===== config.mk =====
export PLATFORM = sky130hd
export DESIGN_NAME = s2lab_norm
export DESIGN_NICKNAME = d
export VERILOG_FILES = /design/src/design/s2lab_pkg.sv /design/src/design/s2lab_norm.sv
export SDC_FILE = /design/constraint.sdc
export NUM_CORES = 2
export LEC_CHECK = 0
export ABC_AREA = 0
export ABC_CLOCK_PERIOD_IN_PS = 6800
export BUFFER_PORTS_ARGS = -buffer_cell sky130_fd_sc_hd__buf_2
export CAP_MARGIN = 20
export CORE_ASPECT_RATIO = 0.7
export CORE_UTILIZATION = 25
export DETAILED_ROUTE_END_ITERATION = 16
export PLACE_DENSITY = 0.46
export SYNTH_ARGS = -nofsm -noshare
export SYNTH_HDL_FRONTEND = slang
export SYNTH_SLANG_ARGS = --single-unit
export TNS_END_PERCENT = 10

===== constraint.sdc =====
create_clock -name clk -period 6.8 [get_ports clk]
set_input_delay 0.68 -clock clk [delete_from_list [all_inputs] [get_ports clk]]
set_output_delay 0.68 -clock clk [all_outputs]
set_load 0.02 [all_outputs]

===== src/design/s2lab_pkg.sv =====
`default_nettype none
// ----------------------------------------------------------------------------
// s2lab_pkg
// Shared types, fixed-point constants and the sRGB decode table for the
// sRGB to CIELAB converter.
// ----------------------------------------------------------------------------
package s2lab_pkg;

  localparam int OUT_FRAC_BITS = 8;
  localparam int RND_SH        = 16 - OUT_FRAC_BITS;

  localparam int CH_W   = 8;
  localparam int LIN_W  = 25;
  localparam int SUM_W  = 38;
  localparam int NUM_W  = 41;
  localparam int NRM_W  = 25;
  localparam int F_W    = 17;
  localparam int L_W    = 15;
  localparam int AB_W   = 16;
  localparam int RAW_W  = 27;
  localparam int LANES  = 3;

  typedef logic [CH_W-1:0]         ch_t;
  typedef logic [LIN_W-1:0]        lin_t;
  typedef logic [SUM_W-1:0]        sum_t;
  typedef logic [NRM_W-1:0]        nrm_t;
  typedef logic [F_W-1:0]          f_t;
  typedef logic [L_W-1:0]          light_t;
  typedef logic signed [AB_W-1:0]  ab_t;
  typedef lin_t                    lin_tbl_t [256];

  localparam longint LIGHT_CAP_RAW = 64'sd100 <<< OUT_FRAC_BITS;
  localparam light_t LIGHT_CAP     = L_W'((LIGHT_CAP_RAW > 64'sd32767) ?
                                          64'sd32767 : LIGHT_CAP_RAW);

  // sRGB to XYZ matrix, units of 1/10000
  localparam logic [13:0] M_XR = 14'd4124, M_XG = 14'd3576, M_XB = 14'd1805;
  localparam logic [13:0] M_YR = 14'd2126, M_YG = 14'd7152, M_YB = 14'd722;
  localparam logic [13:0] M_ZR = 14'd193,  M_ZG = 14'd1192, M_ZB = 14'd9505;

  // White-point normalization: q = floor(n / D), estimated from the top bits
  localparam logic [24:0] DIV_NRM  [LANES] = '{25'd95047, 25'd10000, 25'd108883};
  localparam logic [31:0] RCP_NRM  [LANES] = '{
    32'((64'd1 << 48) / 64'd95047),
    32'((64'd1 << 45) / 64'd10000),
    32'((64'd1 << 48) / 64'd108883)};
  localparam int          DROP_NRM [LANES] = '{16, 13, 16};
  localparam logic [16:0] HALF_X = 17'd47523;
  localparam logic [16:0] HALF_Y = 17'd5000;
  localparam logic [16:0] HALF_Z = 17'd54441;

  // Linear toe of f
  localparam int          TN_W    = 39;
  localparam logic [24:0] T_TOE   = 25'((64'd8856 << 24) / 64'd1000000);
  localparam logic [19:0] F_SLOPE = 20'd903292;
  localparam logic [TN_W-1:0] F_OFS = TN_W'(64'd16000 * 64'd16777216 + 64'd14848000);
  localparam logic [24:0] DIV_F   = 25'd29696000;
  localparam logic [31:0] RCP_F   = 32'((64'd1 << 48) / 64'd29696000);
  localparam int          DROP_F  = 16;

  // sRGB decode: 8-bit code to linear Q24, built at elaboration
  function automatic lin_tbl_t lin_table();
    lin_tbl_t         tb;
    longint unsigned  t, t2, lo, hi, mid, p;
    for (int c = 0; c < 256; c++) begin
      if (c <= 10) begin
        tb[c] = LIN_W'((64'(c) * 64'd1677721600 + 64'd164730) / 64'd329460);
      end else begin
        t  = ((64'd1000 * 64'(c) + 64'd14025) * 64'd16777216 + 64'd134512) / 64'd269025;
        t2 = (t * t) >> 24;
        lo = 0;
        hi = 64'd16777216;
        while (lo < hi) begin
          mid = (lo + hi + 64'd1) >> 1;
          p   = mid;
          for (int k = 0; k < 4; k++) p = (p * mid) >> 24;
          if (p <= t2) lo = mid;
          else         hi = mid - 64'd1;
        end
        tb[c] = LIN_W'((t2 * lo) >> 24);
      end
    end
    return tb;
  endfunction

  localparam lin_tbl_t LIN_TBL = lin_table();

endpackage
`default_nettype wire


===== src/design/s2lab_norm.sv =====
`default_nettype none
// ----------------------------------------------------------------------------
// s2lab_norm
// Divide X, Y, Z by the white point with rounding, by reciprocal multiply
// and a remainder correction. Four stages.
// ----------------------------------------------------------------------------
module s2lab_norm (
  input  wire                clk,
  input  wire                rst_n,
  input  wire                en,
  input  wire                in_valid,
  input  s2lab_pkg::sum_t    sx,
  input  s2lab_pkg::sum_t    sy,
  input  s2lab_pkg::sum_t    sz,
  output logic               out_valid,
  output s2lab_pkg::nrm_t    xn,
  output s2lab_pkg::nrm_t    yn,
  output s2lab_pkg::nrm_t    zn
);
  import s2lab_pkg::*;

  logic [NUM_W-1:0]  n1_r  [LANES];
  logic [NUM_W-1:0]  n2_r  [LANES];
  logic [NUM_W-1:0]  rem_r [LANES];
  nrm_t              qe_r  [LANES];
  nrm_t              qe3_r [LANES];
  nrm_t              q_r   [LANES];
  logic [NUM_W-1:0]  n1_nxt  [LANES];
  nrm_t              qe_nxt  [LANES];
  logic [NUM_W-1:0]  rem_nxt [LANES];
  nrm_t              q_nxt   [LANES];
  logic [3:0]        v_r;

  always_comb begin
    logic [NUM_W-1:0] nh;
    logic [NUM_W-1:0] d;
    n1_nxt[0] = NUM_W'(sx) * NUM_W'(10) + NUM_W'(HALF_X);
    n1_nxt[1] = NUM_W'(sy) + NUM_W'(HALF_Y);
    n1_nxt[2] = NUM_W'(sz) * NUM_W'(10) + NUM_W'(HALF_Z);
    for (int k = 0; k < LANES; k++) begin
      nh         = n1_r[k] >> DROP_NRM[k];
      qe_nxt[k]  = NRM_W'((64'(nh[NRM_W-1:0]) * 64'(RCP_NRM[k])) >> 32);
      d          = NUM_W'(DIV_NRM[k]);
      rem_nxt[k] = n2_r[k] - NUM_W'(qe_r[k]) * d;
      if (rem_r[k] >= (d << 1))  q_nxt[k] = qe3_r[k] + NRM_W'(2);
      else if (rem_r[k] >= d)    q_nxt[k] = qe3_r[k] + NRM_W'(1);
      else                       q_nxt[k] = qe3_r[k];
    end
  end

  always_ff @(posedge clk) begin
    if (!rst_n) begin
      v_r <= '0;
    end else if (en) begin
      v_r <= {v_r[2:0], in_valid};
    end
  end

  always_ff @(posedge clk) begin
    if (en) begin
      for (int k = 0; k < LANES; k++) begin
        n1_r[k]  <= n1_nxt[k];
        n2_r[k]  <= n1_r[k];
        qe_r[k]  <= qe_nxt[k];
        rem_r[k] <= rem_nxt[k];
        qe3_r[k] <= qe_r[k];
        q_r[k]   <= q_nxt[k];
      end
    end
  end

  assign out_valid = v_r[3];
  assign xn = q_r[0];
  assign yn = q_r[1];
  assign zn = q_r[2];
endmodule
`default_nettype wire


==> flow_summary.yaml <==
worst_hold_path:
  hold_path.class: "in -> reg"
  hold_end: "n1_r[0][43]$_DFFE_PP_"
  holdPathStages: 1
  hp-start: "sy[2]"
logic_synthesis:
  synth_flop_cell: "edfxtp_1"
  synth_area_mm2: 0.0899
  syn_inst: 8488
  netlist_top_cells_count: "inv_1 (2,559), ha_1 (1,612), fa_1 (1,372), edfxtp_1 (586), xnor2_1 (278)"
  synthArstFlopShare_pct: 0
  ys_top_cells_by_area: "fa_1 (31%), ha_1 (22%), edfxtp_1 (20%)"
  yosys_warnings: 0
  synthesis.nets: 11600
  synth.most_common_cell: "inv_1"
  ys_seq_area_share_pct: 19.7
  synth_edf_count: 586
  yosysTopAreaCell: "fa_1"
  ys_seq_elements: 590
  postSynthAreaPerCell_um2: 10.6
  synth.distinct_cells: 93
  yosysTopAreaCellShare_pct: 30.6
place:
  dpl.hpwl_um: 239000
  io_buffers: 193
  dp_slack_ns: -1.29
  dp.cells: 14200
  gp_congestion: 0.895
clock_tree:
  hold_buffers: 0
  insertion_delay_ns: 0.73
  cts_buffer_depth: 3
  cts_max_level: 3
  path_clk_slew_ns: 0.06
  cts_buffers: 77
  cts_tree: "built"
  cts_root_buffer: "clkbuf_16"
  clock_sinks: 590
sta:
  fin_skew_ns: 0.0425
  setup_viol: 36
  worst_pin_slew_ns: 1.01
  maxSlewViolCount: 0
  grt_setup_unrepaired: "yes"
  maxSlewHeadroom_pct: 32.5
  hold_viol_final: 0
  finalWorstSetupSlack_ns: -0.267
  period_needed_ns: 7.07
  whs_ns: 0.158
  fin_crit_sh_pct: 104
  max_clock_freq_mhz: 142
global_routing:
  antenna_found_initial: 43
  grt_pass1_wl_um: 407000
  grt_overflow: 0
  track_usage_pct: 14.9
  grt_pass1_vias: 64700
  grt_max_degree: 141
critical_path:
  r2r-start: "n1_r[0][58]$_DFFE_PP_"
  slowest_stage: "fa_1"
  cpPeakStageDelay_ns: 0.55
  arrival_ns: 7.52
  cp_common_cell: "fa_1"
  critPathMaxFanout: 4
  crit_required_ns: 7.25
  cp-start-kind: "register"
  r2r_slack_ns: -0.27
  r2r_cells: 27
  worstSetupEndpointType: "register"
  criticalPathCategory: "reg -> reg"
  r2r-end: "qe_r[0][49]$_DFFE_PP_"
final_layout:
  syn2layout_area_growth_pct: 19.8
  drive_gt1_share_pct: 16.3
  seq_area_mm2: 0.0177
  multiInputGateArea_mm2: 0.0642
  fillCellCount: 36800
  final_util_pct: 30.2
  layout.nets: 12700
  fin_cells: 14400
route:
  viasPerCell: 4.27
  drtIter0Drc: 3893
  firstDrtPassIters: 5
  drt_wl_total_um: 270000
  wl_per_cell_um: 18.8
  drtAntennaViolNets: 0
  vias: 61500
  route.detailed.drc: 0
job:
  max_cap_violations: 0
status:
  violations: "negative setup slack"
  outcome: "finished, violations left"
floorplan:
  start_util_pct: 25.2
  core_mm2: 0.357
  dieArea_mm2: 0.362
  num_rows: 183
  die_y_um: 504
  die_w_um: 719
  ios: 194
[layout make-up]
cell class / count / share of cell area [%]
Clock buffer: 87 / 1.82
Timing Repair Buffer: 1081 / 7.25
Clock inverter: 54 / 0.519
Sequential cell: 590 / 16.4
Antenna cell: 2 / 0.00465
Multi-Input combinational cell: 5301 / 59.6
Inverter: 2559 / 8.92
Tap cell: 4717 / 5.48
[through the flow]
| step | setup TNS, ns | area [µm²] |
|---|---|---|
| final | -5.44 | 108000 |
| after global routing | -15.12 | 108000 |
| after CTS | -5.53 | 106000 |
| after detailed placement | -44.79 | 103000 |
| after global placement | -44.13 | 103000 |
| after floorplan | -0.113 | 89900 |
[flip-flops by register name, summed over array words and instances, names as in the netlist]
register  flops
rem_r       123
v_r           4
n2_r        119
q_r          75
qe_r         75
qe3_r        75
n1_r        119
[worst max-delay path, delay by kind of cell (launching register included)]
family / cells / cell delay, ns
compound gates: 7 / 1.18
fa+ha+maj: 8 / 3.62
flops: 1 / 0.48
buf+inv: 8 / 0.95
xor+xnor: 1 / 0.14
simple gates: 3 / 0.43
[layer usage]
metal,up-vias,GRT usage (%),part of all wire [%]
met5,-,0,0.0048
met4,2,1.66,1.2
met3,178,3.05,6.4
met2,1242,19.8,37
met1,30900,24.6,55
li1,29200,-,-
[how the worst max path moves through the flow]
stage                                        to              startpoint  slack [ns]
after floorplan           qe_r[0][42]$_DFFE_PP_   n1_r[0][57]$_DFFE_PP_       -0.07
after global placement    qe_r[0][74]$_DFFE_PP_  n1_r[0][111]$_DFFE_PP_       -1.31
after detailed placement  qe_r[0][72]$_DFFE_PP_  n1_r[0][111]$_DFFE_PP_       -1.29
after CTS                 qe_r[0][24]$_DFFE_PP_   n1_r[0][30]$_DFFE_PP_       -0.28
after global routing      qe_r[0][42]$_DFFE_PP_   n1_r[0][64]$_DFFE_PP_       -0.51
final                     qe_r[0][49]$_DFFE_PP_   n1_r[0][58]$_DFFE_PP_       -0.27
[kinds of logic after synthesis]
family	synth area share [%]
AOI/OAI and AO/OA	6.58
xor gates and xnor gates	4.12
adders and majority gates	53.0
buffers and inverters	10.9
DFF	19.7
muxes	0.134
and+or+nand+nor	5.65
[cells in the final DEF, fill, tap and decap left out, types with 50 or more instances in the layout]
master / n
nand2_1: 200
nor2_1: 236
and3_1: 50
o21ai_0: 125
inv_1: 2478
fa_1: 1327
nand4_1: 68
buf_2: 192
buf_4: 857
inv_2: 79
xor2_1: 145
clkbuf_16: 77
ha_4: 60
ha_1: 1539
nor3_1: 77
nand3_1: 109
edfxtp_1: 586
xnor2_1: 273
a21oi_1: 218
a21o_1: 131
[what timing repair did]
action	4_1_cts	5_1_grt
resized for setup	133	286
pin swaps	84	174
setup buffers	40	53
endpoints found under the setup margin	83	89
gates cloned	0	0
Power is left out: the tool's default activity adds up to more than one toggle a clock period on the data nets, which glitch-free logic cannot reach.
