--- src/design/s2lab_pkg.sv ---
`default_nettype none
// ----------------------------------------------------------------------------
// s2lab_pkg
// Shared types, fixed-point constants and the sRGB decode table for the
// sRGB to CIELAB converter.
// ----------------------------------------------------------------------------
package s2lab_pkg;

  localparam int OUT_FRAC_BITS = 8;
  localparam int RND_SH        = 16 - OUT_FRAC_BITS;

  localparam int CH_W   = 8;
  localparam int LIN_W  = 25;
  localparam int SUM_W  = 38;
  localparam int NUM_W  = 41;
  localparam int NRM_W  = 25;
  localparam int F_W    = 17;
  localparam int L_W    = 15;
  localparam int AB_W   = 16;
  localparam int RAW_W  = 27;
  localparam int LANES  = 3;

  typedef logic [CH_W-1:0]         ch_t;
  typedef logic [LIN_W-1:0]        lin_t;
  typedef logic [SUM_W-1:0]        sum_t;
  typedef logic [NRM_W-1:0]        nrm_t;
  typedef logic [F_W-1:0]          f_t;
  typedef logic [L_W-1:0]          light_t;
  typedef logic signed [AB_W-1:0]  ab_t;
  typedef lin_t                    lin_tbl_t [256];

  localparam longint LIGHT_CAP_RAW = 64'sd100 <<< OUT_FRAC_BITS;
  localparam light_t LIGHT_CAP     = L_W'((LIGHT_CAP_RAW > 64'sd32767) ?
                                          64'sd32767 : LIGHT_CAP_RAW);

  // sRGB to XYZ matrix, units of 1/10000
  localparam logic [13:0] M_XR = 14'd4124, M_XG = 14'd3576, M_XB = 14'd1805;
  localparam logic [13:0] M_YR = 14'd2126, M_YG = 14'd7152, M_YB = 14'd722;
  localparam logic [13:0] M_ZR = 14'd193,  M_ZG = 14'd1192, M_ZB = 14'd9505;

  // White-point normalization: q = floor(n / D), estimated from the top bits
  localparam logic [24:0] DIV_NRM  [LANES] = '{25'd95047, 25'd10000, 25'd108883};
  localparam logic [31:0] RCP_NRM  [LANES] = '{
    32'((64'd1 << 48) / 64'd95047),
    32'((64'd1 << 45) / 64'd10000),
    32'((64'd1 << 48) / 64'd108883)};
  localparam int          DROP_NRM [LANES] = '{16, 13, 16};
  localparam logic [16:0] HALF_X = 17'd47523;
  localparam logic [16:0] HALF_Y = 17'd5000;
  localparam logic [16:0] HALF_Z = 17'd54441;

  // Linear toe of f
  localparam int          TN_W    = 39;
  localparam logic [24:0] T_TOE   = 25'((64'd8856 << 24) / 64'd1000000);
  localparam logic [19:0] F_SLOPE = 20'd903292;
  localparam logic [TN_W-1:0] F_OFS = TN_W'(64'd16000 * 64'd16777216 + 64'd14848000);
  localparam logic [24:0] DIV_F   = 25'd29696000;
  localparam logic [31:0] RCP_F   = 32'((64'd1 << 48) / 64'd29696000);
  localparam int          DROP_F  = 16;

  // sRGB decode: 8-bit code to linear Q24, built at elaboration
  function automatic lin_tbl_t lin_table();
    lin_tbl_t         tb;
    longint unsigned  t, t2, lo, hi, mid, p;
    for (int c = 0; c < 256; c++) begin
      if (c <= 10) begin
        tb[c] = LIN_W'((64'(c) * 64'd1677721600 + 64'd164730) / 64'd329460);
      end else begin
        t  = ((64'd1000 * 64'(c) + 64'd14025) * 64'd16777216 + 64'd134512) / 64'd269025;
        t2 = (t * t) >> 24;
        lo = 0;
        hi = 64'd16777216;
        while (lo < hi) begin
          mid = (lo + hi + 64'd1) >> 1;
          p   = mid;
          for (int k = 0; k < 4; k++) p = (p * mid) >> 24;
          if (p <= t2) lo = mid;
          else         hi = mid - 64'd1;
        end
        tb[c] = LIN_W'((t2 * lo) >> 24);
      end
    end
    return tb;
  endfunction

  localparam lin_tbl_t LIN_TBL = lin_table();

endpackage
`default_nettype wire

--- src/design/s2lab_labf.sv ---
`default_nettype none
// ----------------------------------------------------------------------------
// s2lab_labf
// CIELAB f(t) for one component: a 17-stage cube root, one result bit per
// stage, with the linear toe computed alongside. 18 stages in all.
// ----------------------------------------------------------------------------
module s2lab_labf (
  input  wire                clk,
  input  wire                en,
  input  s2lab_pkg::nrm_t    t,
  output s2lab_pkg::f_t      f
);
  import s2lab_pkg::*;

  localparam int CB_N     = F_W;
  localparam int TGT_W    = 52;
  localparam int R2_W     = 35;
  localparam int TOE_DONE = 3;

  logic [TGT_W-1:0]  tg_r  [CB_N];
  f_t                r_r   [CB_N];
  logic [R2_W-1:0]   r2_r  [CB_N];
  logic [TGT_W-1:0]  r3_r  [CB_N];
  logic              toe_r [CB_N];
  f_t                r_nxt  [CB_N];
  logic [R2_W-1:0]   r2_nxt [CB_N];
  logic [TGT_W-1:0]  r3_nxt [CB_N];

  logic [TN_W-1:0]   tn_r, tn1_r, trm_r;
  f_t                tqe_r, tqe2_r;
  f_t                tf_r [TOE_DONE:CB_N-1];
  f_t                tqe_nxt, tf_nxt;
  logic [TN_W-1:0]   trm_nxt;
  f_t                f_r;

  // One cube-root bit per stage: try r + 2^b and keep it if its cube fits
  always_comb begin
    f_t               pr;
    logic [R2_W-1:0]  pr2;
    logic [TGT_W-1:0] pr3, ptg, c3;
    for (int i = 0; i < CB_N; i++) begin
      if (i == 0) begin
        pr  = '0;
        pr2 = '0;
        pr3 = '0;
        ptg = TGT_W'(t) << 24;
      end else begin
        pr  = r_r[i-1];
        pr2 = r2_r[i-1];
        pr3 = r3_r[i-1];
        ptg = tg_r[i-1];
      end
      c3 = pr3 + (((TGT_W'(pr2) << 1) + TGT_W'(pr2)) << (CB_N - 1 - i))
               + (((TGT_W'(pr) << 1) + TGT_W'(pr)) << (2 * (CB_N - 1 - i)))
               + (TGT_W'(1) << (3 * (CB_N - 1 - i)));
      if (c3 <= ptg) begin
        r_nxt[i]  = pr | (F_W'(1) << (CB_N - 1 - i));
        r2_nxt[i] = pr2 + (R2_W'(pr) << (CB_N - i))
                        + (R2_W'(1) << (2 * (CB_N - 1 - i)));
        r3_nxt[i] = c3;
      end else begin
        r_nxt[i]  = pr;
        r2_nxt[i] = pr2;
        r3_nxt[i] = pr3;
      end
    end
  end

  // Toe: floor(n / D) by reciprocal estimate and remainder correction
  always_comb begin
    logic [TN_W-1:0] nh;
    nh      = tn_r >> DROP_F;
    tqe_nxt = F_W'((64'(nh) * 64'(RCP_F)) >> 32);
    trm_nxt = tn1_r - TN_W'(tqe_r) * TN_W'(DIV_F);
    if (trm_r >= (TN_W'(DIV_F) << 1)) tf_nxt = tqe2_r + F_W'(2);
    else if (trm_r >= TN_W'(DIV_F))   tf_nxt = tqe2_r + F_W'(1);
    else                              tf_nxt = tqe2_r;
  end

  always_ff @(posedge clk) begin
    if (en) begin
      for (int i = 0; i < CB_N; i++) begin
        r_r[i]  <= r_nxt[i];
        r2_r[i] <= r2_nxt[i];
        r3_r[i] <= r3_nxt[i];
        if (i == 0) begin
          tg_r[i]  <= TGT_W'(t) << 24;
          toe_r[i] <= (t <= T_TOE);
        end else begin
          tg_r[i]  <= tg_r[i-1];
          toe_r[i] <= toe_r[i-1];
        end
      end
      tn_r   <= TN_W'(F_SLOPE) * TN_W'(t[17:0]) + F_OFS;
      tn1_r  <= tn_r;
      tqe_r  <= tqe_nxt;
      trm_r  <= trm_nxt;
      tqe2_r <= tqe_r;
      tf_r[TOE_DONE] <= tf_nxt;
      for (int i = TOE_DONE + 1; i < CB_N; i++) tf_r[i] <= tf_r[i-1];
      f_r <= toe_r[CB_N-1] ? tf_r[CB_N-1] : r_r[CB_N-1];
    end
  end

  assign f = f_r;
endmodule
`default_nettype wire

--- config.mk ---
export PLATFORM = sky130hd
export DESIGN_NAME = s2lab_labf
export DESIGN_NICKNAME = d
export VERILOG_FILES = /design/src/design/s2lab_pkg.sv /design/src/design/s2lab_labf.sv
export SDC_FILE = /design/constraint.sdc
export NUM_CORES = 2
export LEC_CHECK = 0
export BUFFER_PORTS_ARGS = -buffer_cell sky130_fd_sc_hd__buf_4
export CORE_ASPECT_RATIO = 0.75
export CORE_MARGIN = 4
export CORE_UTILIZATION = 55
export DETAILED_ROUTE_END_ITERATION = 8
export PLACE_DENSITY = 0.77
export SLEW_MARGIN = 15
export SYNTH_ARGS = -nofsm -noshare
export SYNTH_HDL_FRONTEND = slang
export SYNTH_SLANG_ARGS = --single-unit
--- constraint.sdc ---
create_clock -name clk -period 8 [get_ports clk]
set_clock_uncertainty 0.05 [all_clocks]
set_input_delay 0.4 -clock clk [delete_from_list [all_inputs] [get_ports clk]]
set_output_delay 0.4 -clock clk [all_outputs]
set_load 0.01 [all_outputs]
==> impl_results.md <==
* Largest net degree at the start of global routing at 199
* CTS buffer count at 170
* Tmin final at 8290 ps
* CP endpoint: r2_r[0][555]
* Outcome: finished, violations left
* Grt ovf at 0
* Worst-margin pin slew at 1130 ps
* Failing checks: setup timing
* CTS Buffer Depth at 4
* # IOs at 44
* Worst skew pair latency at 860 ps
* Post-synth top area cell: edfxtp_1
* Synth Area per Inst at 11.3 um2
* Max_slew headroom at 24.8%
* CTS root buf: clkbuf_16
* Worst Setup Path Type: reg2reg
* Slowest stage cell on the critical path: fa_1
* Clock transition at the registers of the reported paths at 60 ps
* Initial core utilization at 55.3%
* Hold path cells at 2
* Routed via count at 80900
* Yosys top cell area share at 39.9%
* Routed Antenna Nets at 0
* #FFs+latches synth at 1573
* Synth async-reset ratio at 0%
* Vias per cell at 5.71
* Die X at 544 um
* Final Instance Area at 0.135 mm2
* Maximum clock frequency at 121 MHz
* Most frequent cell after synthesis: ha_1
* Sequential share of the synthesized area at 39.9%
* PortBufs at 43
* Final hold viol count at 0
* Worst EP required at 8480 ps
* Worst stage delay on the critical path at 450 ps
* Placed cell areas at 0.125 mm2
* Remaining DRCs at 0
* Max Fanout on Critical Path at 7
* Placer Congestion at 0.923
* CP startpoint: r_r[14][4]
* P&R area growth vs syn at 13.5%
* Hold WC Path Type: in2reg
* Initial drt markers at 5788
* TritonRoute pass-1 iters at 6
* Pre-CTS setup slack at -887 ps
* Yosys Warn Count at 0
* Routed length per instance at 19.6 um
* FF-to-FF Start: r_r[14][4]
* CP endpoint kind: flip-flop
* Post-Syn Area at 0.119 mm2
* Total core area at 0.214 mm2
* Most frequent CP cell: buf_4
* Top cells by area in the synthesized netlist: edfxtp_1 (40%), ha_1 (19%), fa_1 (7.7%)
* H-tree levels at 4
* R2R setup slack at -290 ps
* Finish-stage setup viols at 84
* Core Rows at 147
* Share of cells above drive strength 1 at 13.2%
* RSZ-0062 raised after global routing: true
* Data arrival, critical path at 8770 ps
* Gate Count Post-Synth at 10500
* CTS tree: built
* Tot GR Track Use at 24.3%
* Die area at 0.223 mm2
* Slack of the critical path at -294 ps
* Slew Limit Fails at 0
* Vias in the first global route at 82500
* HPWL after DPL at 214000 um
* Nets at 13500
* Worst path top cell family by delay: compound AO/OA/AOI/OAI gates
* Post-synth EDFFs at 1573
* First-pass GRT wire length at 439000 um
* Period Utilization, post-route at 104%
* Layout Utilization at 62.8%
* Reg2Reg Depth at 44
* Clk sink count at 1573
* Top FF cell, synth: edfxtp_1
* Most instantiated cells after synthesis: ha_1 (1789), edfxtp_1 (1573), inv_1 (1339)
* Crit path buffers/inverters at 14
* Worst R2R End: r2_r[0][555]
* Maxcap violations at 0
* Die Y at 410 um
* Worst path depth at 44
* Unique masters post-synth at 115
* Setup TNS at -11210 ps
* Antenna violations before repair at 3
* Critical Path Start Type: flip-flop
* Routed Wire Length at 277000 um
==> worst reg2reg max path: cells and delay by family (launching register included) <==
kind / cells / cell delay (ps)
xor gates and xnor gates: 3 / 400
adders and majority gates: 4 / 1390
DFF: 1 / 420
buffers and inverters: 14 / 1780
and+or+nand+nor: 10 / 1620
AOI/OAI and AO/OA: 13 / 2340
==> cells in the final DEF (no fill, tap or decap), drive strengths merged, types with 29 or more instances in the layout <==
cell type | Yosys | layout
a211oi | 50 | 50
a21boi | 29 | 29
a21o | 359 | 359
a21oi | 630 | 630
a31oi | 57 | 57
and2 | 96 | 96
and3 | 89 | 89
buf | 60 | 599
clkbuf | 49 | 202
clkinv | 1 | 65
edfxtp | 1573 | 1573
fa | 456 | 456
ha | 1789 | 1789
inv | 1344 | 1353
mux2 | 214 | 214
nand2 | 503 | 503
nand2b | 88 | 88
nand3 | 169 | 169
nand4 | 123 | 123
nor2 | 435 | 435
nor2b | 142 | 142
nor3 | 124 | 124
nor4 | 40 | 40
o211ai | 40 | 40
o21a | 95 | 95
o21ai | 406 | 406
o21bai | 151 | 151
or2 | 47 | 47
or3 | 36 | 36
xnor2 | 657 | 657
xor2 | 326 | 326
==> metrics by stage <==
step	hold WS (ps)	cells
after global placement	350	13700
after detailed placement	355	13700
after global routing	231	14200
after floorplan	350	10500
after CTS	205	14100
final	252	14200
==> timing repair <==
item / 4_1_cts / 5_1_grt
gates resized for setup: 200 / 389
gates cloned: 7 / 11
setup endpoints to repair: 243 / 532
pin swaps: 94 / 122
hold buffers: 26 / 0
setup buffers: 67 / 64
endpoints found under the hold margin: 32 / 0
==> worst min path at each step <==
stage / from / slack (ps) / endpoint
detailed placement: tf_r[0][86] / 350 / tf_r[0][103]
floorplan: tf_r[0][83] / 350 / tf_r[0][100]
global placement: tf_r[0][117] / 350 / tf_r[0][134]
CTS: t[23] / 200 / tg_r[0][47]
global route: t[20] / 230 / tg_r[0][44]
finish: t[20] / 250 / tg_r[0][44]
==> routing by layer <==
metal / wire length, um / GRT usage (%)
met5: 0 / 0
met3: 14100 / 2.92
met4: 7120 / 6.27
met2: 128000 / 39.2
met1: 128000 / 34.9
==> cell type report <==
type                       instances  area, um2
inverter                        1345       5060
clock buffer                     192       4360
fill                           16200      79700
tap                             2831       3540
clock inverter                   101        975
sequential                      1573      47200
timing repair buffer             635       5670
antenna                            4       10.0
multi-input combinational       7474      67700
==> logic make-up after synthesis <==
family / Yosys count / share of synthesized area (%)
adders and majority gates: 2245 / 26.6
and+or+nand+nor: 1971 / 8.31
AOI/OAI and AO/OA: 2043 / 11.1
other: 1 / 0.00316
DFF: 1573 / 39.9
buffers and inverters: 1454 / 4.70
xor gates and xnor gates: 983 / 7.26
muxes: 229 / 2.19
==> sequential cells by signal, indices dropped and copies added, names as in the netlist <==
| register | count |
|---|---|
| tn_r | 27 |
| f | 17 |
| tg_r | 397 |
| tqe2_r | 15 |
| toe_r | 17 |
| r3_r | 400 |
| r_r | 137 |
| tf_r | 224 |
| trm_r | 27 |
| r2_r | 270 |
| tn1_r | 27 |
| tqe_r | 15 |
Power is not shown: default switching activity piles up to over one toggle a cycle in this logic, so the estimate is an artifact.
