[src/design/s2lab_pkg.sv]
`default_nettype none
// ----------------------------------------------------------------------------
// s2lab_pkg
// Shared types, fixed-point constants and the sRGB decode table for the
// sRGB to CIELAB converter.
// ----------------------------------------------------------------------------
package s2lab_pkg;

  localparam int OUT_FRAC_BITS = 8;
  localparam int RND_SH        = 16 - OUT_FRAC_BITS;

  localparam int CH_W   = 8;
  localparam int LIN_W  = 25;
  localparam int SUM_W  = 38;
  localparam int NUM_W  = 41;
  localparam int NRM_W  = 25;
  localparam int F_W    = 17;
  localparam int L_W    = 15;
  localparam int AB_W   = 16;
  localparam int RAW_W  = 27;
  localparam int LANES  = 3;

  typedef logic [CH_W-1:0]         ch_t;
  typedef logic [LIN_W-1:0]        lin_t;
  typedef logic [SUM_W-1:0]        sum_t;
  typedef logic [NRM_W-1:0]        nrm_t;
  typedef logic [F_W-1:0]          f_t;
  typedef logic [L_W-1:0]          light_t;
  typedef logic signed [AB_W-1:0]  ab_t;
  typedef lin_t                    lin_tbl_t [256];

  localparam longint LIGHT_CAP_RAW = 64'sd100 <<< OUT_FRAC_BITS;
  localparam light_t LIGHT_CAP     = L_W'((LIGHT_CAP_RAW > 64'sd32767) ?
                                          64'sd32767 : LIGHT_CAP_RAW);

  // sRGB to XYZ matrix, units of 1/10000
  localparam logic [13:0] M_XR = 14'd4124, M_XG = 14'd3576, M_XB = 14'd1805;
  localparam logic [13:0] M_YR = 14'd2126, M_YG = 14'd7152, M_YB = 14'd722;
  localparam logic [13:0] M_ZR = 14'd193,  M_ZG = 14'd1192, M_ZB = 14'd9505;

  // White-point normalization: q = floor(n / D), estimated from the top bits
  localparam logic [24:0] DIV_NRM  [LANES] = '{25'd95047, 25'd10000, 25'd108883};
  localparam logic [31:0] RCP_NRM  [LANES] = '{
    32'((64'd1 << 48) / 64'd95047),
    32'((64'd1 << 45) / 64'd10000),
    32'((64'd1 << 48) / 64'd108883)};
  localparam int          DROP_NRM [LANES] = '{16, 13, 16};
  localparam logic [16:0] HALF_X = 17'd47523;
  localparam logic [16:0] HALF_Y = 17'd5000;
  localparam logic [16:0] HALF_Z = 17'd54441;

  // Linear toe of f
  localparam int          TN_W    = 39;
  localparam logic [24:0] T_TOE   = 25'((64'd8856 << 24) / 64'd1000000);
  localparam logic [19:0] F_SLOPE = 20'd903292;
  localparam logic [TN_W-1:0] F_OFS = TN_W'(64'd16000 * 64'd16777216 + 64'd14848000);
  localparam logic [24:0] DIV_F   = 25'd29696000;
  localparam logic [31:0] RCP_F   = 32'((64'd1 << 48) / 64'd29696000);
  localparam int          DROP_F  = 16;

  // sRGB decode: 8-bit code to linear Q24, built at elaboration
  function automatic lin_tbl_t lin_table();
    lin_tbl_t         tb;
    longint unsigned  t, t2, lo, hi, mid, p;
    for (int c = 0; c < 256; c++) begin
      if (c <= 10) begin
        tb[c] = LIN_W'((64'(c) * 64'd1677721600 + 64'd164730) / 64'd329460);
      end else begin
        t  = ((64'd1000 * 64'(c) + 64'd14025) * 64'd16777216 + 64'd134512) / 64'd269025;
        t2 = (t * t) >> 24;
        lo = 0;
        hi = 64'd16777216;
        while (lo < hi) begin
          mid = (lo + hi + 64'd1) >> 1;
          p   = mid;
          for (int k = 0; k < 4; k++) p = (p * mid) >> 24;
          if (p <= t2) lo = mid;
          else         hi = mid - 64'd1;
        end
        tb[c] = LIN_W'((t2 * lo) >> 24);
      end
    end
    return tb;
  endfunction

  localparam lin_tbl_t LIN_TBL = lin_table();

endpackage
`default_nettype wire

[src/design/s2lab_out.sv]
`default_nettype none
// ----------------------------------------------------------------------------
// s2lab_out
// Form L, a, b from the f values, round to the output format and saturate.
// Two stages; the second is the output register.
// ----------------------------------------------------------------------------
module s2lab_out (
  input  wire                 clk,
  input  wire                 rst_n,
  input  wire                 en,
  input  wire                 in_valid,
  input  s2lab_pkg::f_t       fx,
  input  s2lab_pkg::f_t       fy,
  input  s2lab_pkg::f_t       fz,
  output logic                out_valid,
  output s2lab_pkg::light_t   lightness,
  output s2lab_pkg::ab_t      green_red,
  output s2lab_pkg::ab_t      blue_yellow
);
  import s2lab_pkg::*;

  localparam logic signed [RAW_W-1:0] RND_HALF = RAW_W'(1) <<< (RND_SH - 1);
  localparam logic signed [RAW_W-1:0] L_OFS    = RAW_W'(16 * 65536);

  logic signed [RAW_W-1:0] l_r, a_r, b_r;
  logic signed [RAW_W-1:0] l_nxt, a_nxt, b_nxt;
  logic signed [RAW_W-1:0] lq, aq, bq;
  logic                    v1_r, v2_r;
  light_t                  lo_r;
  ab_t                     ao_r, bo_r;
  light_t                  lo_nxt;
  ab_t                     ao_nxt, bo_nxt;

  // Round half away from zero
  function automatic logic signed [RAW_W-1:0] rnd(input logic signed [RAW_W-1:0] v);
    logic signed [RAW_W-1:0] m;
    m = -v;
    if (v >= 0) return (v + RND_HALF) >>> RND_SH;
    return -((m + RND_HALF) >>> RND_SH);
  endfunction

  function automatic ab_t sat_ab(input logic signed [RAW_W-1:0] v);
    if (v < -RAW_W'(32768)) return ab_t'(16'sh8000);
    if (v > RAW_W'(32767))  return ab_t'(16'sh7fff);
    return AB_W'(v);
  endfunction

  always_comb begin
    l_nxt = $signed({{(RAW_W-F_W){1'b0}}, fy}) * RAW_W'(116) - L_OFS;
    a_nxt = ($signed({{(RAW_W-F_W){1'b0}}, fx}) - $signed({{(RAW_W-F_W){1'b0}}, fy}))
            * RAW_W'(500);
    b_nxt = ($signed({{(RAW_W-F_W){1'b0}}, fy}) - $signed({{(RAW_W-F_W){1'b0}}, fz}))
            * RAW_W'(200);
    lq = rnd(l_r);
    aq = rnd(a_r);
    bq = rnd(b_r);
    if (lq < 0)                          lo_nxt = '0;
    else if (lq > $signed(RAW_W'(LIGHT_CAP))) lo_nxt = LIGHT_CAP;
    else                                 lo_nxt = L_W'(lq);
    ao_nxt = sat_ab(aq);
    bo_nxt = sat_ab(bq);
  end

  always_ff @(posedge clk) begin
    if (!rst_n) begin
      v1_r <= 1'b0;
      v2_r <= 1'b0;
    end else if (en) begin
      v1_r <= in_valid;
      v2_r <= v1_r;
    end
  end

  always_ff @(posedge clk) begin
    if (en) begin
      l_r  <= l_nxt;
      a_r  <= a_nxt;
      b_r  <= b_nxt;
      lo_r <= lo_nxt;
      ao_r <= ao_nxt;
      bo_r <= bo_nxt;
    end
  end

  assign out_valid   = v2_r;
  assign lightness   = lo_r;
  assign green_red   = ao_r;
  assign blue_yellow = bo_r;
endmodule
`default_nettype wire

[config.mk]
export PLATFORM = sky130hd
export DESIGN_NAME = s2lab_out
export DESIGN_NICKNAME = d
export VERILOG_FILES = /design/src/design/s2lab_pkg.sv /design/src/design/s2lab_out.sv
export SDC_FILE = /design/constraint.sdc
export NUM_CORES = 1
export LEC_CHECK = 0
export BUFFER_PORTS_ARGS = -buffer_cell sky130_fd_sc_hd__buf_2
export CAP_MARGIN = 20
export CORE_ASPECT_RATIO = 1.2
export CORE_UTILIZATION = 26
export DETAILED_ROUTE_END_ITERATION = 7
export SYNTH_ARGS = -nofsm -noshare
export SYNTH_HDL_FRONTEND = slang
export SYNTH_SLANG_ARGS = --single-unit
[constraint.sdc]
create_clock -name clk -period 9.35 [get_ports clk]
set_input_delay 1.87 -clock clk [delete_from_list [all_inputs] [get_ports clk]]
set_output_delay 1.87 -clock clk [all_outputs]
set_load 0.01 [all_outputs]
==> flow_summary.ini, run 1 <==
[outcome]
status = finished, final reports clean

[setup_path]
arrival_ns = 8.61
cp-start-kind = input pin
endpoint_kind = flop
required_ns = 9.54
critical_path_class = in2reg
path_max_fanout = 9
reg2reg_from = a_r[8]
startpoint = fx[0]
critPathSlowestCell = xnor2_1
r2r_slack_ns = 4.52
worstRegToRegCells = 12
cpPeakStageDelay_ns = 0.69

[floorplan]
die_h_um = 281
rows = 102
fp.coreArea_um2 = 64400
start_util_pct = 26.2
die-area_um2 = 66000
ios = 103
die_w_um = 235

[sta]
fin_skew_ns = 0.00917
drv_slew = 0
worst_slew_pin_slew_ns = 0.830
fin_crit_ns = 8.41
max-slew-margin-rel_pct = 44.3
max_freq_mhz = 119
rsz0062_at_grt = no
fin_crit_sh_pct = 90.0
fin_setup_tns_ns = 0
final.setup.worst_slack_ns = 0.938
setup_viol = 0
hold_violations = 0

[cts]
cts_root_buf = clkbuf_16
cts.repair.resized = 0
post_cts_buffers = 0
cts-buffers-inserted = 17
cts.reportedPaths.clkPinSlew_ns = 0.06
insertion_delay_ns = 0.44
clockBufferDepth = 2
htree_levels = 4
clock_sinks = 121
cts_tree = done
holdBufCountCts = 0

[synthesis]
synth_edf_count = 119
yosys.cell_types.count = 92
async_reset_ff_share_pct = 0
syn-num-nets = 2281
netlist_area_um2 = 16900
synth.area.top_cells = edfxtp_1, ha_1, fa_1, inv_1, xnor2_1
yosys.area.top_type = edfxtp_1
synth_top_area_share_pct = 21.1
avgSynthCellArea_um2 = 8.79
synth_cells = 1923
yosys_warnings = 0
yosys_most_used_dff = edfxtp_1
ys_ff_latch = 121
ys_seq_area_share_pct = 21.4

[drt]
wl_per_cell_um = 13.7
drtIter0Drc = 631
antenna_left = 0
first_pass_iters = 5
drt-total-wl_um = 39000
vias = 13500
drc = 0
via_per_inst = 4.74

[place]
gp_congestion = 0.875
place_ws_ns = 0.581
dpl-instance-area_um2 = 18300
place_hpwl_um = 31900
port_buffers = 102

[layout]
final_design_area_no_fill_um2 = 18900
final_util_pct = 29.3
syn2layout_area_growth_pct = 11.6
nets = 2348
layout_common_cells = inv_1, ha_1, nand2_1, edfxtp_1, xnor2_1
drive_gt1_share_pct = 9.69
final_common_cell = inv_1

[global_routing]
grt_pass1_vias = 13000
grt_pass1_wl_um = 65100
overflow = 0
track_usage_pct = 12.0
grt_max_degree = 64
antenna_found_initial = 14

[hold_path]
whs_path_depth = 2
min_from = out_valid
min_path_type = reg2reg

[run]
max_cap_violations = 0
cells in the mapped netlist (25+ instances only):
cell type and number:
a31oi_1 25, nand3_1 52, nor3_1 55, inv_1 299, a21o_1 26, xor2_1 70
nand2_1 119, nor2_1 102, ha_1 200, edfxtp_1 119, a21oi_1 90, nand4_1 31
o21ai_0 60, xnor2_1 115, fa_1 103, clkbuf_1 51
worst max-delay path, delay by kind of cell:
| kind | cells | cell delay [ns] |
|---|---|---|
| simple gates | 3 | 0.90 |
| buf+inv | 5 | 0.29 |
| compound gates | 8 | 1.80 |
| xor+xnor | 4 | 1.29 |
| fa+ha+maj | 6 | 2.42 |
worst paths after layout:
path	endpoint
worst max-delay path	a_r[25]
worst min-delay path	out_valid
worst min register to register	out_valid
worst max register to register	green_red[4]
layer usage:
layer / vias up / track usage [%] / wire length (um)
met5: - / 0 / 100
met4: 16 / 3.71 / 709
met1: 6297 / 16.1 / 19300
li1: 6880 / - / -
met3: 54 / 2.13 / 1580
met2: 204 / 19.4 / 17300
flip-flops by register name (all words and copies together), names as in the netlist:
signal       count
blue_yellow     16
out_valid        1
b_r             24
v1_r             1
a_r             25
l_r             23
green_red       16
lightness       15
through the flow:
stage / hold WS, ns / cells
floorplan: 0.482 / 1923
global placement: 0.493 / 2802
detailed placement: 0.501 / 2802
CTS: 0.517 / 2834
global route: 0.544 / 2839
finish: 0.510 / 2840
layout make-up:
type                            instances  area, um2
Tap cell                              832       1040
Antenna cell                            5       12.5
Clock buffer                           19        433
Fill cell                            6822      45600
Clock inverter                         13        129
Multi-Input combinational cell       1435      11900
Inverter                              300       1130
Sequential cell                       121       3610
Timing Repair Buffer                  115        611
kinds of logic after synthesis:
group / synth area share [%]
DFF: 21.4
muxes: 0.925
and+or+nand+nor: 16.9
other: 0.0222
xor gates and xnor gates: 9.58
AOI/OAI and AO/OA: 15.7
buffers and inverters: 8.27
adders and majority gates: 27.2
Power of run 1 is left out: the tool's default activity adds up to more than one toggle a clock period on the data nets, which glitch-free logic cannot reach.
==> run 2: changes to the inputs <==
Settings changed: RECOVER_POWER from default to 50.
==> flow_summary.ini, run 2 (synthesis gave the netlist of run 1 again) <==
[cts]
cts.repair.resized = 0
holdBufCountCts = 0
clock_sinks = 121
cts-buffers-inserted = 17
clockBufferDepth = 2
htree_levels = 4
post_cts_buffers = 0
cts_tree = done
cts.reportedPaths.clkPinSlew_ns = 0.06
cts_root_buf = clkbuf_16
insertion_delay_ns = 0.44

[sta]
hold_violations = 0
worst_slew_pin_slew_ns = 3.41
rsz0062_at_grt = no
max_freq_mhz = 118
fin_crit_ns = 8.45
max-slew-margin-rel_pct = -128
fin_skew_ns = 0.00860
setup_viol = 0
fin_setup_tns_ns = 0
drv_slew = 124
fin_crit_sh_pct = 90.4
hold_ws_ns = 0.515

[floorplan]
ios = 103
die-area_um2 = 66000
die_h_um = 281
start_util_pct = 26.2
fp.coreArea_um2 = 64400
rows = 102
die_w_um = 235

[setup_path]
worstRegToRegCells = 12
critical_path_class = in2reg
cp_top_family = adder cells
crit_cells = 25
cp-start-kind = input pin
endpoint_kind = flop
crit_top_cell = fa_1
crit_buf_inv = 4
critPathSlowestCell = xnor2_1
path_max_fanout = 9
r2r_slack_ns = 4.52
arrival_ns = 8.65
required_ns = 9.54
cpPeakStageDelay_ns = 0.69

[global_routing]
grt_pass1_wl_um = 65100
overflow = 0
track_usage_pct = 12.0
grt_pass1_vias = 13000
antenna_found_initial = 14
grt_max_degree = 64

[drt]
wl_per_cell_um = 13.8
antenna_left = 0
vias = 13400
via_per_inst = 4.73
drc = 0
drt-total-wl_um = 39100
first_pass_iters = 5
drtIter0Drc = 653

[layout]
syn2layout_area_growth_pct = 11.2
layout_common_cells = inv_1, ha_1, nand2_1, edfxtp_1, xnor2_1
largest_register_ffs = 25
nets = 2348
seq_area_um2 = 3610
regMostFlops = a_r
fill_cells = 6848
largestRegisters = a_r: 25 flops, b_r: 24 flops, l_r: 23 flops
final_common_cell = inv_1
multi_input_area_um2 = 11900
drive_gt1_share_pct = 7.14

[hold_path]
min_path_type = reg2reg
whs_path_depth = 2

[run]
max_cap_violations = 2

[outcome]
status = finished with violations
violations = capacitance limit, slew limit

[place]
port_buffers = 102
place_hpwl_um = 31900
gp_congestion = 0.875
run 2: cell types whose count changed in the layout (fill, tap and decap cells not counted), sizes merged:
| cell | delta |
|---|---|
| buf | -51 |
| clkbuf | +51 |
run 2: cell type report:
cell class                 count  share of cell area (%)
clock buffer                  19                    2.30
tap                          832                    5.54
timing repair buffer         115                    2.88
antenna                        5                  0.0666
clock inverter                13                   0.686
inverter                     300                    5.99
multi-input combinational   1435                    63.3
sequential                   121                    19.2
run 2: path summary, 6_finish.rpt:
| kind | from | endpoint |
|---|---|---|
| min reg2reg | out_valid | out_valid |
| max | fy[0] | a_r[25] |
| max reg2reg | a_r[8] | green_red[4] |
| min | out_valid | out_valid |
run 2: stage by stage:
step	std cells	worst slack, ns	utilization, %	instance area (um2)
after floorplan	1923	1.37	-	16900
after global placement	2802	0.665	28.4	18300
after detailed placement	2802	0.581	28.4	18300
after CTS	2834	1.00	29.2	18800
after global routing	2839	0.422	29.2	18800
final	2840	0.896	29.2	18800
run 2: tightest hold or removal path: stages, from the launching register on:
cell and delay, ns:
dfxtp_1 0.32, mux2i_1 0.06, nor2b_1 0.09
run 2: layer usage:
| metal | track usage (%) | wire [um] | up-vias |
|---|---|---|---|
| met3 | 2.13 | 1550 | 53 |
| met4 | 3.71 | 709 | 16 |
| met2 | 19.4 | 17300 | 193 |
| met5 | 0 | 100 | - |
| li1 | - | - | 6878 |
| met1 | 16.1 | 19400 | 6301 |
Power of run 2 is left out for the same reason.
